**src/vnrp_pkg.sv**
```systemverilog
package vnrp_pkg;

    localparam int MAX_DIM             = 64;
    localparam int BACKING_TAPS        = 6;
    localparam int BACKING_REACH_CELLS = 3;
    localparam int CAVITY_TAPS         = 8;
    localparam int CAVITY_MAX_CELLS    = 4;

    // quotient bits of one axis index, and the step counter of the divider
    localparam int QW         = $clog2(MAX_DIM);
    localparam int CNT_W      = $clog2(QW + 1);
    localparam int GRID_CELLS = MAX_DIM * MAX_DIM * MAX_DIM;
    localparam int ADDR_W     = $clog2(GRID_CELLS);

    localparam int MAX_TAPS = (BACKING_TAPS > CAVITY_TAPS) ? BACKING_TAPS : CAVITY_TAPS;
    localparam int MAX_REACH = (BACKING_REACH_CELLS > CAVITY_MAX_CELLS) ?
                               BACKING_REACH_CELLS : CAVITY_MAX_CELLS;
    localparam int TAP_W   = $clog2(MAX_TAPS + 1);
    localparam int REACH_W = $clog2(MAX_REACH + 1);

    // den = cell_size * taps * 2^14, lim = den * 2^QW
    localparam int DEN_W = 16 + TAP_W + 14;
    localparam int LIM_W = DEN_W + QW;
    // (c - o) * taps * 2^14 - n * reach * t * cell_size, with headroom
    localparam int NUM_W = 34 + TAP_W + 14 + 2;

    localparam int DIM_W     = 7;
    localparam int DIM_CMP_W = 9;
    localparam int DEPTH_W   = 11;
    localparam int DEPTH_MAX = 2047;

    typedef enum logic
    {
        OP_WRITE = 1'b0,
        OP_PROBE = 1'b1
    } op_t;

    localparam logic [2:0] REG_ORIGIN_X  = 3'd0;
    localparam logic [2:0] REG_ORIGIN_Y  = 3'd1;
    localparam logic [2:0] REG_ORIGIN_Z  = 3'd2;
    localparam logic [2:0] REG_CELL_SIZE = 3'd3;
    localparam logic [2:0] REG_DIMS_X    = 3'd4;
    localparam logic [2:0] REG_DIMS_Y    = 3'd5;
    localparam logic [2:0] REG_DIMS_Z    = 3'd6;
    localparam logic [2:0] REG_ISO_LEVEL = 3'd7;

    typedef struct packed
    {
        logic          done;
        logic [QW-1:0] quo;
    } div_stat_t;

    function automatic logic [ADDR_W-1:0] grid_addr(input logic [QW-1:0] x,
                                                    input logic [QW-1:0] y,
                                                    input logic [QW-1:0] z);
        return ADDR_W'(x) + ADDR_W'(MAX_DIM) * (ADDR_W'(y) + ADDR_W'(MAX_DIM) * ADDR_W'(z));
    endfunction

    function automatic logic [DIM_CMP_W-1:0] dim_used(input logic [DIM_W-1:0] d);
        return (int'(d) > MAX_DIM) ? DIM_CMP_W'(MAX_DIM) : DIM_CMP_W'(d);
    endfunction

    function automatic logic [DEPTH_W-1:0] depth_clip(input int v);
        return (v > DEPTH_MAX) ? DEPTH_W'(DEPTH_MAX) : DEPTH_W'(v);
    endfunction

    function automatic logic [DEPTH_W-1:0] depth_of(input logic [TAP_W-1:0] hits);
        int v;
        v = (CAVITY_MAX_CELLS * 256 * int'(hits)) / CAVITY_TAPS;
        return depth_clip(v);
    endfunction

endpackage

```
**src/vnrp_div.sv**
```systemverilog
module vnrp_div import vnrp_pkg::*;
(
    input  logic             clk,
    input  logic             rst_n,
    input  logic             start,
    input  logic [LIM_W-1:0] num,
    input  logic [DEN_W-1:0] den,
    output div_stat_t        stat
);

    // restoring divider, one quotient bit a cycle; num < den * 2^QW on start
    logic             busy_reg;
    logic             done_reg;
    logic [CNT_W-1:0] cnt_reg;
    logic [LIM_W-1:0] rem_reg;
    logic [LIM_W-1:0] dsh_reg;
    logic [QW-1:0]    quo_reg;
    logic [LIM_W:0]   trial;
    logic             ge;

    assign trial = {1'b0, rem_reg} - {1'b0, dsh_reg};
    assign ge    = !trial[LIM_W];

    always_ff @(posedge clk or negedge rst_n)
    begin
        if (!rst_n)
        begin
            busy_reg <= 1'b0;
            done_reg <= 1'b0;
            cnt_reg  <= '0;
        end
        else
        begin
            done_reg <= 1'b0;
            if (start)
            begin
                busy_reg <= 1'b1;
                cnt_reg  <= CNT_W'(QW);
            end
            else if (busy_reg)
            begin
                cnt_reg <= cnt_reg - 1'b1;
                if (cnt_reg == CNT_W'(1))
                begin
                    busy_reg <= 1'b0;
                    done_reg <= 1'b1;
                end
            end
        end
    end

    always_ff @(posedge clk)
    begin
        if (start)
        begin
            rem_reg <= num;
            dsh_reg <= LIM_W'(den) << (QW - 1);
        end
        else if (busy_reg)
        begin
            if (ge)
            begin
                rem_reg <= trial[LIM_W-1:0];
            end
            dsh_reg <= dsh_reg >> 1;
            quo_reg <= QW'({quo_reg, ge});
        end
    end

    assign stat.done = done_reg;
    assign stat.quo  = quo_reg;

endmodule

```
**config.mk**
```make
export PLATFORM = sky130hd
export DESIGN_NAME = vnrp_div
export DESIGN_NICKNAME = d
export VERILOG_FILES = /design/src/vnrp_pkg.sv /design/src/vnrp_div.sv
export SDC_FILE = /design/constraint.sdc
export NUM_CORES = 1
export LEC_CHECK = 0
export BUFFER_PORTS_ARGS = -buffer_cell sky130_fd_sc_hd__buf_2
export CORE_MARGIN = 2
export CORE_UTILIZATION = 45
export DETAILED_ROUTE_END_ITERATION = 8
export PLACE_DENSITY = 0.67
export REMOVE_ABC_BUFFERS = 1
export SLEW_MARGIN = 15
export SYNTH_ARGS = -nofsm -noshare
export SYNTH_HDL_FRONTEND = slang
export SYNTH_SLANG_ARGS = --single-unit
```
**constraint.sdc**
```tcl
create_clock -name clk -period 3.5 [get_ports clk]
set_input_delay 0.525 -clock clk [delete_from_list [all_inputs] [get_ports clk]]
set_output_delay 0.525 -clock clk [all_outputs]
set_load 0.02 [all_outputs]
```
==> results of run 1 <==
-- worst max-delay path by stage --
stage | slack (ns) | depth (start not counted) | end | from
floorplan | -0.06 | 11 | rem_reg[0]$_DFFE_PP_ | rem_reg[0]$_DFFE_PP_
global placement | 0.32 | 12 | rem_reg[28]$_DFFE_PP_ | rem_reg[0]$_DFFE_PP_
detailed placement | 0.23 | 12 | rem_reg[29]$_DFFE_PP_ | rem_reg[0]$_DFFE_PP_
CTS | 0.20 | 12 | rem_reg[38]$_DFFE_PP_ | rem_reg[0]$_DFFE_PP_
global route | 0.03 | 12 | rem_reg[39]$_DFFE_PP_ | rem_reg[0]$_DFFE_PP_
finish | 0.24 | 12 | rem_reg[38]$_DFFE_PP_ | rem_reg[0]$_DFFE_PP_
-- synthesized netlist by cell type (all sizes together), types with 3 or more instances --
cell type / n
a211oi: 5
a21o: 17
a21oi: 43
a31oi: 4
and2: 4
and3: 4
buf: 4
clkbuf: 35
dfrtp: 5
dfxtp: 5
edfxtp: 80
ha: 41
inv: 50
mux2i: 5
nand2: 127
nand2b: 9
nand3: 7
nand4: 12
nor2: 21
nor2b: 6
nor3: 9
o211ai: 7
o21a: 4
o21ai: 99
o21bai: 10
o31ai: 6
or2: 3
xnor2: 21
xor2: 12
-- area by class of cell --
class / count / area share
Multi-Input combinational cell: 505 / 0.448
Timing Repair Buffer: 92 / 0.0735
Clock buffer: 9 / 0.0323
Sequential cell: 90 / 0.376
Tap cell: 176 / 0.0315
Inverter: 50 / 0.0269
Clock inverter: 7 / 0.0113
-- where the power goes --
part	internal (mW)	total, mW	leakage, nW	switching [mW]
registers	1.63	1.75	0.950	0.118
logic	1.33	3.22	1.96	1.89
clock network	0.559	0.992	0.150	0.433
total	3.51	5.96	3.06	2.44
-- tightest hold or removal path, cell delays in order --
cell	delay (ns)
buf_2	0.07
nand2_1	0.04
o21ai_0	0.05
-- cells by family (layout without fill, tap and decap cells) --
kind of cell             after synthesis  after routing  synth area share
flip-flops                            90             90             0.427
adder cells (fa/ha/maj)               42             42            0.0865
XOR/XNOR                              33             33            0.0469
buffers and inverters                 89            158            0.0650
multiplexers                           7              7            0.0118
AO/OA/AOI/OAI                        210            210             0.206
AND/OR/NAND/NOR                      213            213             0.157
-- stage by stage --
stage          cells  hold WS (ns)
2_1_floorplan    645         0.229
3_3_place_gp     912         0.339
3_5_place_dp     912         0.347
4_1_cts          929         0.432
5_1_grt          929         0.455
6_report         929         0.443
-- timing repair --
item | in CTS | in global routing
hold buffers | 1 | 0
setup endpoints to repair | 0 | 0
endpoints found under the hold margin | 5 | 0
-- metal layers --
layer	track usage	up-vias
met2	0.322	104
met1	0.282	2310
met3	0.0273	12
li1	-	2551
met4	0.0734	0
met5	0	-
==> metrics.md, run 1 <==
| Metric | Value |
|---|---|
| CTS resizes | `0` |
| Core Rows | `between 40 and 50` |
| Leading cell types in the layout, fill and taps excluded | `nand2_1, o21ai_0, buf_2, edfxtp_1, inv_1` |
| Static leakage | `3.06 nW` |
| Worst Slack Setup Final | `0.244 ns` |
| Vias/cell | `5.36` |
| Top cell type's share of synthesized area | `0.390` |
| Crit start category | `flip-flop` |
| Synth top area cells | `edfxtp_1, ha_1, nand2_1, o21ai_0, a21oi_1` |
| Area delta synth->final | `13.4%` |
| Synthesized cell area | `6160 um^2` |
| Main synth FF type | `edfxtp_1` |
| Chip height | `121 um` |
| Vias in the first global route | `5000` |
| Root Driver | `clkbuf_16` |
| Global placer's final weighted congestion | `between 0.9 and 1` |
| Worst clock skew | `roughly 0.011 ns` |
| Max cap viols | `0` |
| Max incr delay on CP | `0.42 ns` |
| Per-cell routed wire length | `15.0 um` |
| Total GRT Usage | `0.202` |
| CP arrival | `3.30 ns` |
| WL met1 | `about 6900 um` |
| Req. time, crit path | `3.54 ns` |
| Leading area contributor after synthesis | `edfxtp_1` |
| Max Freq | `about 310 MHz` |
| Storage cell area | `2630 um^2` |
| DP HPWL | `10200 um` |
| Clock latency on the worst-skew pair | `around 0.35 ns` |
| Utilization after layout | `0.525` |
| Tcrit/Tclk final | `0.930` |
| Sequential fraction of the synthesis area | `0.427` |
| WS Path Type | `flip-flop to flip-flop` |
| Commonest non-fill, non-tap cell in the layout | `nand2_1` |
| CP bufs+invs | `2` |
| Core ar. | `13300 um^2` |
| Initial antenna violation count | `0` |
| Worst Hold Depth | `3` |
| First-pass GRT wire length | `23700 um` |
| Yosys warns | `0` |
| Crit path cell chain | `inv_1 -> ha_1 -> fa_1 -> nand2b_1 -> a21oi_2 -> o211ai_4 -> a211oi_1 -> o21bai_1 -> o22a_1 -> a31oi_1 -> a21o_1 -> buf_4` |
| Top delay family on crit path | `compound AO/OA/AOI/OAI gates` |
| Register-to-Register Path Depth | `12` |
| Setup TNS | `0 ns` |
| Status | `finished clean` |
| Tmin final | `approximately 3.3 ns` |
| # DRC | `0` |
| CTS tree | `built` |
| Worst Max-Slew Pin Slew | `0.691 ns` |
| Clock-pin slew on the worst setup and hold paths | `0.07 ns` |
| Final Hold Fails | `0` |
| Placed cell areas | `approximately 6700 um^2` |
| Power, Total | `between 5 and 6 mW` |
| Clk sink count | `90` |
| Crit-path max FO | `12` |
| Largest net degree at the start of global routing | `89` |
| Layout cell share with drive strength beyond 1 | `0.163` |
| Ports | `84` |
| Layout Nets | `867` |
| Top routing layer used | `met4` |
| # fillers | `1232` |
| Clock buffer depth | `2` |
| RSZ-0062 raised after global routing | `false` |
| Max reg flops | `40` |
| Post-synth EDFFs | `80` |
| HP Start | `den[3]` |
| Worst path slowest cell | `a211oi_1` |
| H-tree levels | `3` |
| Final Max Tran Viols | `0` |
| Asr flop ratio synth | `0.0556` |
| Peak supply drop | `roughly 0.32 mV` |
| FF-to-FF Start | `rem_reg[0]$_DFFE_PP_` |
| Rel. slew slack | `0.539` |
| Total wire length | `around 14000 um` |
| Synth Instances | `just under 700` |
| Antenna cells | `0` |
| Count of final setup violators | `0` |
| Yosys cell types | `63` |
| Post-Syn Area per Cell | `9.00 um^2` |
| WL met2 | `6270 um` |
| Metal3 WL | `~540 um` |
| Hold Path Sink | `dsh_reg[8]$_DFFE_PP_` |
| Final instance area | `6980 um^2` |
| R2R setup slack | `0.24 ns` |
| Congestion Overflow GR | `0` |
| Total CTS buffers | `9` |
| Die W | `121 um` |
| Setup bufs post-CTS | `0` |
| CP Capture Type | `flip-flop` |
| Die Area | `14600 um^2` |
| Detail Route Antenna Nets | `0` |
| Via count | `approximately 5000` |
| Router iterations before antenna repair | `5` |
| Number of I/O port buffers | `83` |
| Pwr/cell area | `853 nW/um^2` |
| Setup WS pre-CTS | `0.227 ns` |
| Hold WC Path Type | `input pin to flip-flop` |
| Iter 0 DRT Violations | `282` |
| Area taken by multi-input logic gates | `3130 um^2` |
| #FFs+latches synth | `90` |
| FF-to-FF End | `rem_reg[38]$_DFFE_PP_` |
| Starting density of the core | `0.463` |
Note: power is estimated with default switching activity, not from simulation.
==> inputs of run 2 (changes only) <==
--- a/config.mk
+++ b/config.mk
@@ -7,9 +7,8 @@
 export LEC_CHECK = 0
 export BUFFER_PORTS_ARGS = -buffer_cell sky130_fd_sc_hd__buf_2
 export CORE_MARGIN = 2
-export CORE_UTILIZATION = 45
+export CORE_UTILIZATION = 40
 export DETAILED_ROUTE_END_ITERATION = 8
-export PLACE_DENSITY = 0.67
 export REMOVE_ABC_BUFFERS = 1
 export SLEW_MARGIN = 15
 export SYNTH_ARGS = -nofsm -noshare
==> constraint.sdc (replaced) <==
create_clock -name clk -period 3.5 [get_ports clk]
set_input_delay 0.875 -clock clk [delete_from_list [all_inputs] [get_ports clk]]
set_output_delay 0.875 -clock clk [all_outputs]
set_load 0.02 [all_outputs]
==> run 2 against run 1 <==
Net effect: power up 1.6%; sequential share of layout area down 0.074 points; via count up 1.1%; count of clock-buffer cells in the layout up 2; die area up 12%; flip-flop and latch count unchanged; register-to-register slack better by 0.12 ns; sequential power about the same; critical path depth unchanged; core utilization down 6.3 points; critical path type unchanged; critical endpoint is now rem_reg[34]$_DFFE_PP_; largest power group unchanged.
==> metrics.md, run 2 (synthesis results as in run 1) <==
| Metric | Value |
|---|---|
| CP Capture Type | `flip-flop` |
| Antenna cells | `0` |
| DP HPWL | `between 10000 and 15000 um` |
| Final Hold Fails | `0` |
| Clock buffer depth | `2` |
| Layout cell share with drive strength beyond 1 | `0.160` |
| Final Max Tran Viols | `0` |
| # DRC | `0` |
| Router iterations before antenna repair | `4` |
| First-pass GRT wire length | `23500 um` |
| # fillers | `1512` |
| Non-filler cells in the finished layout | `about 940` |
| Peak supply drop | `0.295 mV` |
| Worst clock skew | `roughly 0.0082 ns` |
| Tcrit/Tclk final | `0.897` |
| Status | `finished clean` |
| Max cap viols | `0` |
| Number of I/O port buffers | `83` |
| Pwr/cell area | `866 nW/um^2` |
| FF-to-FF End | `rem_reg[34]$_DFFE_PP_` |
| Chip height | `roughly 130 um` |
| Placed cell areas | `6660 um^2` |
| Core ar. | `15100 um^2` |
| Iter 0 DRT Violations | `292` |
| Layout Nets | `approximately 860` |
| Area delta synth->final | `13.6%` |
| Via count | `5033` |
| Vias in the first global route | `5029` |
| Crit-path max FO | `40` |
| Die Area | `16400 um^2` |
| Area taken by multi-input logic gates | `3140 um^2` |
| Rel. slew slack | `0.607` |
| Congestion Overflow GR | `0` |
| WS Path Type | `flip-flop to flip-flop` |
| Crit start category | `flip-flop` |
| Ports | `84` |
| Storage cell area | `2630 um^2` |
| Clock-pin slew on the worst setup and hold paths | `~0.070 ns` |
| Max Freq | `319 MHz` |
| FF-to-FF Start | `rem_reg[0]$_DFFE_PP_` |
| Commonest non-fill, non-tap cell in the layout | `nand2_1` |
| Tmin final | `roughly 3.1 ns` |
| CP arrival | `between 3 and 4 ns` |
| Die W | `128 um` |
| Clk sink count | `90` |
| Register-to-Register Path Depth | `12` |
| Max reg flops | `40` |
| Total CTS buffers | `9` |
| Starting density of the core | `0.407` |
| Count of final setup violators | `0` |
| Placed Cells | `922` |
| Final instance area | `7000 um^2` |
| Initial antenna violation count | `0` |
| RSZ-0062 raised after global routing | `false` |
| Static leakage | `just over 3 nW` |
| Largest net degree at the start of global routing | `63` |
| Root Driver | `clkbuf_16` |
| Total GRT Usage | `0.178` |
| Vias/cell | `5.37` |
| Global placer's final weighted congestion | `0.891` |
| Leading cell types in the layout, fill and taps excluded | `nand2_1, o21ai_0, buf_2, edfxtp_1, inv_1` |
| Hold WC Path Type | `input pin to async pin` |
| R2R setup slack | `0.36 ns` |
| Req. time, crit path | `3.54 ns` |
| Core Rows | `45` |
| Per-cell routed wire length | `15.0 um` |
| Worst Max-Slew Pin Slew | `0.585 ns` |
| Total wire length | `between 10000 and 15000 um` |
| CTS tree | `built` |
| Detail Route Antenna Nets | `0` |
| Clock latency on the worst-skew pair | `0.36 ns` |
| H-tree levels | `3` |
[run 2: cell count changes in the layout (fill, tap and decap cells not counted), sizes merged]
cell         before  now
buf              91   89
bufinv            1    3
inv              51   50
clkinvlp          0    1
clkinv            5    1
dlygate4sd3       1    0
clkbuf            9   11
[run 2: metal layers]
metal	part of all wire	global-route usage
met5	0	0
met4	0.018	0.0750
met3	0.046	0.0330
met2	0.46	0.283
met1	0.48	0.238
[run 2: where the power goes]
part / switching [mW] / internal, mW / leakage, nW
sequential: 0.117 / 1.63 / 0.950
combinational: 1.90 / 1.30 / 1.94
clock: 0.418 / 0.697 / 0.160
total: 2.43 / 3.62 / 3.05
[run 2: area by class of cell]
cell class / count / area share
inverters: 50 / 0.0268
clock inverters: 5 / 0.0147
multi-input cells: 505 / 0.448
repair buffers: 89 / 0.0680
flip-flops and latches: 90 / 0.376
well taps: 188 / 0.0336
clock buffers: 11 / 0.0333
[run 2: worst max-delay path by stage]
stage,startpoint,end,slack [ns]
2_1_floorplan,rem_reg[0]$_DFFE_PP_,rem_reg[0]$_DFFE_PP_,-0.06
4_1_cts,rem_reg[0]$_DFFE_PP_,rem_reg[10]$_DFFE_PP_,0.23
5_1_grt,rem_reg[0]$_DFFE_PP_,rem_reg[37]$_DFFE_PP_,0.11
6_report,rem_reg[0]$_DFFE_PP_,rem_reg[34]$_DFFE_PP_,0.36
3_5_place_dp,rem_reg[0]$_DFFE_PP_,rem_reg[10]$_DFFE_PP_,0.24
3_3_place_gp,rem_reg[0]$_DFFE_PP_,rem_reg[9]$_DFFE_PP_,0.29
[run 2: through the flow]
| step | setup WS, ns | power [mW] | setup TNS (ns) | utilization | hold WS [ns] |
|---|---|---|---|---|---|
| 2_1_floorplan | -0.0628 | 4.17 | -2.51 | - | 0.465 |
| 3_3_place_gp | 0.292 | 4.85 | 0 | 0.439 | 0.434 |
| 3_5_place_dp | 0.242 | 4.91 | 0 | 0.439 | 0.443 |
| 4_1_cts | 0.230 | 6.07 | 0 | 0.462 | 0.311 |
| 5_1_grt | 0.109 | 6.56 | 0 | 0.462 | 0.309 |
| 6_report | 0.361 | 6.06 | 0 | 0.462 | 0.317 |
[run 2: repair_timing]
item                       in CTS  in global routing
hold buffers                    0                  0
setup endpoints to repair       0                  6
resized for setup               0                  1
setup buffers                   0                  0
[run 2: worst max-delay path: stages, from the launching register on]
cell and delay, ns:
edfxtp_1 0.32, inv_1 0.04, ha_1 0.22, fa_1 0.41
nand2b_1 0.19, a21oi_2 0.21, o211ai_4 0.15, a211oi_2 0.32
o21bai_1 0.14, o22a_1 0.20, a31oi_1 0.16, a21o_1 0.18
buf_12 0.24
